===== src/rtl/mpq_pkg.sv =====
// Shared types, codes and sizes for the sorted minimum priority queue.
// Used by mpq_cell and min_priority_queue_sorted_unit; depends on nothing.
package mpq_pkg;

  localparam int unsigned Capacity = 64;
  localparam int unsigned KeyW     = 32;
  localparam int unsigned CntW     = $clog2(Capacity + 1);
  localparam int unsigned OpW      = 2;
  localparam int unsigned StW      = 2;

  localparam int unsigned InDataW  = ((OpW + KeyW + 7) / 8) * 8;
  localparam int unsigned OutDataW = ((StW + KeyW + CntW + 7) / 8) * 8;

  localparam logic [OpW-1:0] OP_INSERT = 2'd0;
  localparam logic [OpW-1:0] OP_DELETE = 2'd1;
  localparam logic [OpW-1:0] OP_PEEK   = 2'd2;

  localparam logic [StW-1:0] ST_OK    = 2'd0;
  localparam logic [StW-1:0] ST_FULL  = 2'd1;
  localparam logic [StW-1:0] ST_EMPTY = 2'd2;

  typedef logic signed [KeyW-1:0] key_t;

  // Command broadcast to every cell of the row.
  typedef struct packed {
    logic ins;
    logic del;
    key_t key;
  } mpq_cmd_t;

endpackage


===== src/rtl/mpq_cell.sv =====
// One cell of the sorted key row: holds one key and trades it with its neighbors.
// Depends on mpq_pkg.
module mpq_cell
  import mpq_pkg::*;
(
  input  logic     clk_i,
  input  mpq_cmd_t cmd_i,
  input  logic     occ_i,        // this cell holds a live key
  input  key_t     left_key_i,   // key of the cell one place lower
  input  logic     left_gt_i,    // lower cell holds a key above the new key
  input  key_t     right_key_i,  // key of the cell one place higher
  output key_t     key_o,
  output logic     gt_o
);

  key_t key_q, key_d;

  assign gt_o = occ_i && (key_q > cmd_i.key);

  always_comb begin
    key_d = key_q;
    if (cmd_i.ins) begin
      // The lower neighbor moving up wins; otherwise the new key lands in the
      // first cell that holds a larger key or no key at all.
      if (left_gt_i) begin
        key_d = left_key_i;
      end else if (gt_o || !occ_i) begin
        key_d = cmd_i.key;
      end
    end else if (cmd_i.del) begin
      key_d = right_key_i;
    end
  end

  always_ff @(posedge clk_i) begin
    key_q <= key_d;
  end

  assign key_o = key_q;

endmodule


===== config.mk =====
export PLATFORM = sky130hd
export DESIGN_NAME = mpq_cell
export DESIGN_NICKNAME = d
export VERILOG_FILES = /design/src/rtl/mpq_pkg.sv /design/src/rtl/mpq_cell.sv
export SDC_FILE = /design/constraint.sdc
export NUM_CORES = 1
export LEC_CHECK = 0
export ABC_AREA = 0
export BUFFER_PORTS_ARGS = -buffer_cell sky130_fd_sc_hd__buf_2
export CORE_MARGIN = 3
export CORE_UTILIZATION = 46
export CTS_CLUSTER_SIZE = 16
export DETAILED_ROUTE_END_ITERATION = 8
export MAX_ROUTING_LAYER = met4
export PLACE_DENSITY = 0.87
export RECOVER_POWER = 50
export SLEW_MARGIN = 20
export SYNTH_ARGS = -nofsm -noshare
export SYNTH_HDL_FRONTEND = slang
export SYNTH_SLANG_ARGS = --single-unit

===== constraint.sdc =====
create_clock -name clk_i -period 3.8 [get_ports clk_i]
set_clock_uncertainty 0.05 [all_clocks]
set_input_delay 0.19 -clock clk_i [delete_from_list [all_inputs] [get_ports clk_i]]
set_output_delay 0.19 -clock clk_i [all_outputs]
set_load 0.02 [all_outputs]

==> summary.md <==
The tools report the total via count after detailed routing as 2407. The critical path is of the in2reg type. met2 is the most crowded layer. The via count of the first global-routing pass came out at 2288.

The run gives 0.00163 uW as the leakage power figure. By area the synthesized netlist is led by edfxtp_1 (38%), ha_1 (16%), mux2i_1 (13%). During synthesis, Yosys emitted a total of 0 warnings. Synthesis produced a netlist with a net count of 396. The final critical delay including setup and external delays is 2.70 ns, and the post-synthesis register bit count is 32. In this run the standard cell core region covers 5170 um2.

The combined flip-flop and latch cell area was 961 um2. The number of clock buffers inserted by TritonCTS was 5. The die footprint was 6350 um2; the number of synthesized flops with an enable pin was 32.

The worst register-to-register path ends at key_o[5]$_DFFE_PP_. For this run, the top clock speed supported by timing is 370 MHz. Final setup TNS: 0 ns.

The stage delay of the slowest cell on the critical path was 1.64 ns. The starting density of the core is 0.483. The number of max-slew violations in the final report is 34.

In this run, the number of DRC markers left after iteration 0 of detailed routing was 86. The measured slew at the worst slew-check pin is 2.36 ns. Startpoint of the worst setup timing path: left_gt_i.

The largest individual stage delay along the critical path comes from the cell clkbuf_1. The overall die width works out to 79.7 um. The share of synthesized flip-flops with an asynchronous set or reset came out at 0. The clock root buffer was clkbuf_8.

Setup repair after global routing left no endpoint under its margin. The overall routing resource usage is 0.207. Data on the critical path is required at its endpoint by 3.72 ns.

The sequential cell area fraction in the yosys report was 0.385. Dividing total power by cell area gives a power density of 343 nW/um2. The register with the most flip-flops in the layout has 32 of them. The relative slew slack was -0.577. The utilization after layout is 0.631, and the clock latency on the worst-skew pair is 0.28 ns.

After detailed routing, the average wire length per cell comes to 14.1 um. 134 I/O pins were placed. The share of final-layout standard cells stronger than drive strength 1 works out to 0.289. The critical path goes through clkbuf_1, o21ai_0, nand3_1, buf_4. The overall routed net length came out at 6.57 mm. From bottom edge to top edge, the die measures 79.7 um.

The initial antenna violation count is 0, and the number of nets with antenna violations after routing is 0. Yosys mapped the design onto 31 distinct sky130hd cell types. Yosys instantiated no cell more often than a21oi_1. The clock net sink count is 32. The startpoint class of the critical path was an input pin. The total of hold buffers inserted after clock tree synthesis is 0, and the met1 demand-to-capacity share in global routing is 0.236. Measured in cells, the most critical reg-to-reg path has a length of 8. The number of input and output port buffers inserted came out at 133. The min-delay analysis places its worst path in the category in2reg. Met2 usage: 0.368. The flow ran to the end, but the final reports show violations. The destination of the critical timing path is key_o[5]$_DFFE_PP_. TritonCTS built the clock tree. Proportion of netlist area held by the largest area contributor: 0.385.

The synthesized design spends more area on one cell type than any other, namely edfxtp_1. Setup violations remaining at the end of the flow were counted as 0. The logs give 0.0384 for the global-route met3 utilization and 2.62 ns for the arrival time of data at the critical path endpoint. The worst setup path is captured at a flip-flop. Prior to clock tree synthesis, the placed netlist has a worst setup slack of 1.37 ns. The multi-input combinational cell area is 1370 um2, and the net count reported at finish is 528. Half-perimeter wire length of the detailed placement result: 5.40 mm.

In this run the mean area of a mapped cell was 9.49 um2. The run gives 0 as the final hold violation count. The mapped netlist covers 2500 um2.

The area growth from synthesis to layout is 30.7%. For this run, the leading register cell type out of synthesis is edfxtp_1. The share of the clock period used by the worst path after layout was 0.711. Max-capacitance violation count: 1. After detailed routing, the number of vias per cell comes to 5.18. The tools report the final weighted congestion of routability-driven global placement as 0.832. After global routing the overflow that remains totals 0.

The first global-routing pass estimated 10.0 mm of wire. The number of placement rows was 26. The worst-case IR drop observed on VDD is 0.251 mV. The first detailed-routing pass took 4 iterations.

Entering global routing, the biggest net connects 66 pins. Across all setup checks in the final design, the least slack found is 1.10 ns. Origin of the critical flop-to-flop path: key_o[1]$_DFFE_PP_.

The clock passes through at most 2 buffers. The setup check on the worst reg-to-reg path leaves a slack of 1.34 ns. The critical-path maximum fanout was 33.

After clock tree synthesis, the clock-pin slew on the worst setup and hold paths is 0.06 ns. In this run, post-CTS repair resized a total of 0 instances. The gate count of the mapped netlist was 263; the total inserted antenna cells was 0. The H-tree was split into 2 levels. Number of inserted filler cells in the final layout: 462. In the routed design, unresolved DRC markers number 0. The checks that failed: max-capacitance violations, max-slew violations. Ranked by instance count, the synthesized netlist is headed by a21oi_1 (45), nor2_1 (35), inv_1 (33). Buffers added to address setup during post-CTS repair amount to 0.
-- cell usage in the layout, fill, tap and decap left out, types with 2 or more instances in the layout --
master,n
clkbuf_8,5
ha_1,32
mux2i_1,32
edfxtp_1,32
nor2_1,35
buf_4,3
a21oi_1,45
inv_1,33
clkinv_1,2
o21ai_0,3
nand3_1,4
o211ai_1,2
nand4_1,7
nand2_1,9
buf_2,100
clkbuf_1,33
-- through the flow --
stage	cell area [um2]	std cells	hold slack, ns	total power (uW)
2_1_floorplan	2500	263	0.366	740
3_3_place_gp	3230	458	0.465	884
3_5_place_dp	3230	458	0.468	901
4_1_cts	3300	465	0.178	1140
5_1_grt	3260	465	0.177	1190
6_report	3260	465	0.183	1120
-- routing by layer --
layer | share of wire | wire [um] | up-vias
met2 | 0.53 | 3490 | 85
met4 | 0.017 | 111 | 0
li1 | - | - | 1218
met5 | 0 | 0 | -
met3 | 0.066 | 437 | 10
met1 | 0.39 | 2530 | 1094
-- layout make-up --
class / count / share of cell area
Tap cell: 70 / 0.0269
Timing Repair Buffer: 136 / 0.198
Inverter: 33 / 0.0380
Multi-Input combinational cell: 187 / 0.419
Sequential cell: 32 / 0.295
Clock buffer: 5 / 0.0211
Clock inverter: 2 / 0.00230
-- logic make-up after synthesis --
kind of cell,count (synthesis),share of synthesized area
AND/OR/NAND/NOR,63,0.116
AO/OA/AOI/OAI,60,0.142
buffers and inverters,44,0.0677
multiplexers,32,0.128
adder cells (fa/ha/maj),32,0.160
flip-flops,32,0.385
-- worst min path at each step --
stage,slack [ns],end,from,depth (start not counted)
floorplan,0.37,key_o[30]$_DFFE_PP_,right_key_i[30],2
global placement,0.47,key_o[27]$_DFFE_PP_,right_key_i[27],3
detailed placement,0.47,key_o[10]$_DFFE_PP_,right_key_i[10],3
CTS,0.18,key_o[10]$_DFFE_PP_,right_key_i[10],3
global route,0.18,key_o[30]$_DFFE_PP_,right_key_i[30],3
finish,0.18,key_o[30]$_DFFE_PP_,right_key_i[30],3
-- power breakdown --
part	switching, uW	internal [uW]
sequential	27.2	454
combinational	244	158
clock	116	121
total	387	732
-- worst max-delay path, delay by kind of cell --
| family | cells | cell delay (ns) |
|---|---|---|
| simple gates | 1 | 0.21 |
| compound gates | 1 | 0.29 |
| buf+inv | 2 | 1.91 |
Power figures use the tool's default switching activity.
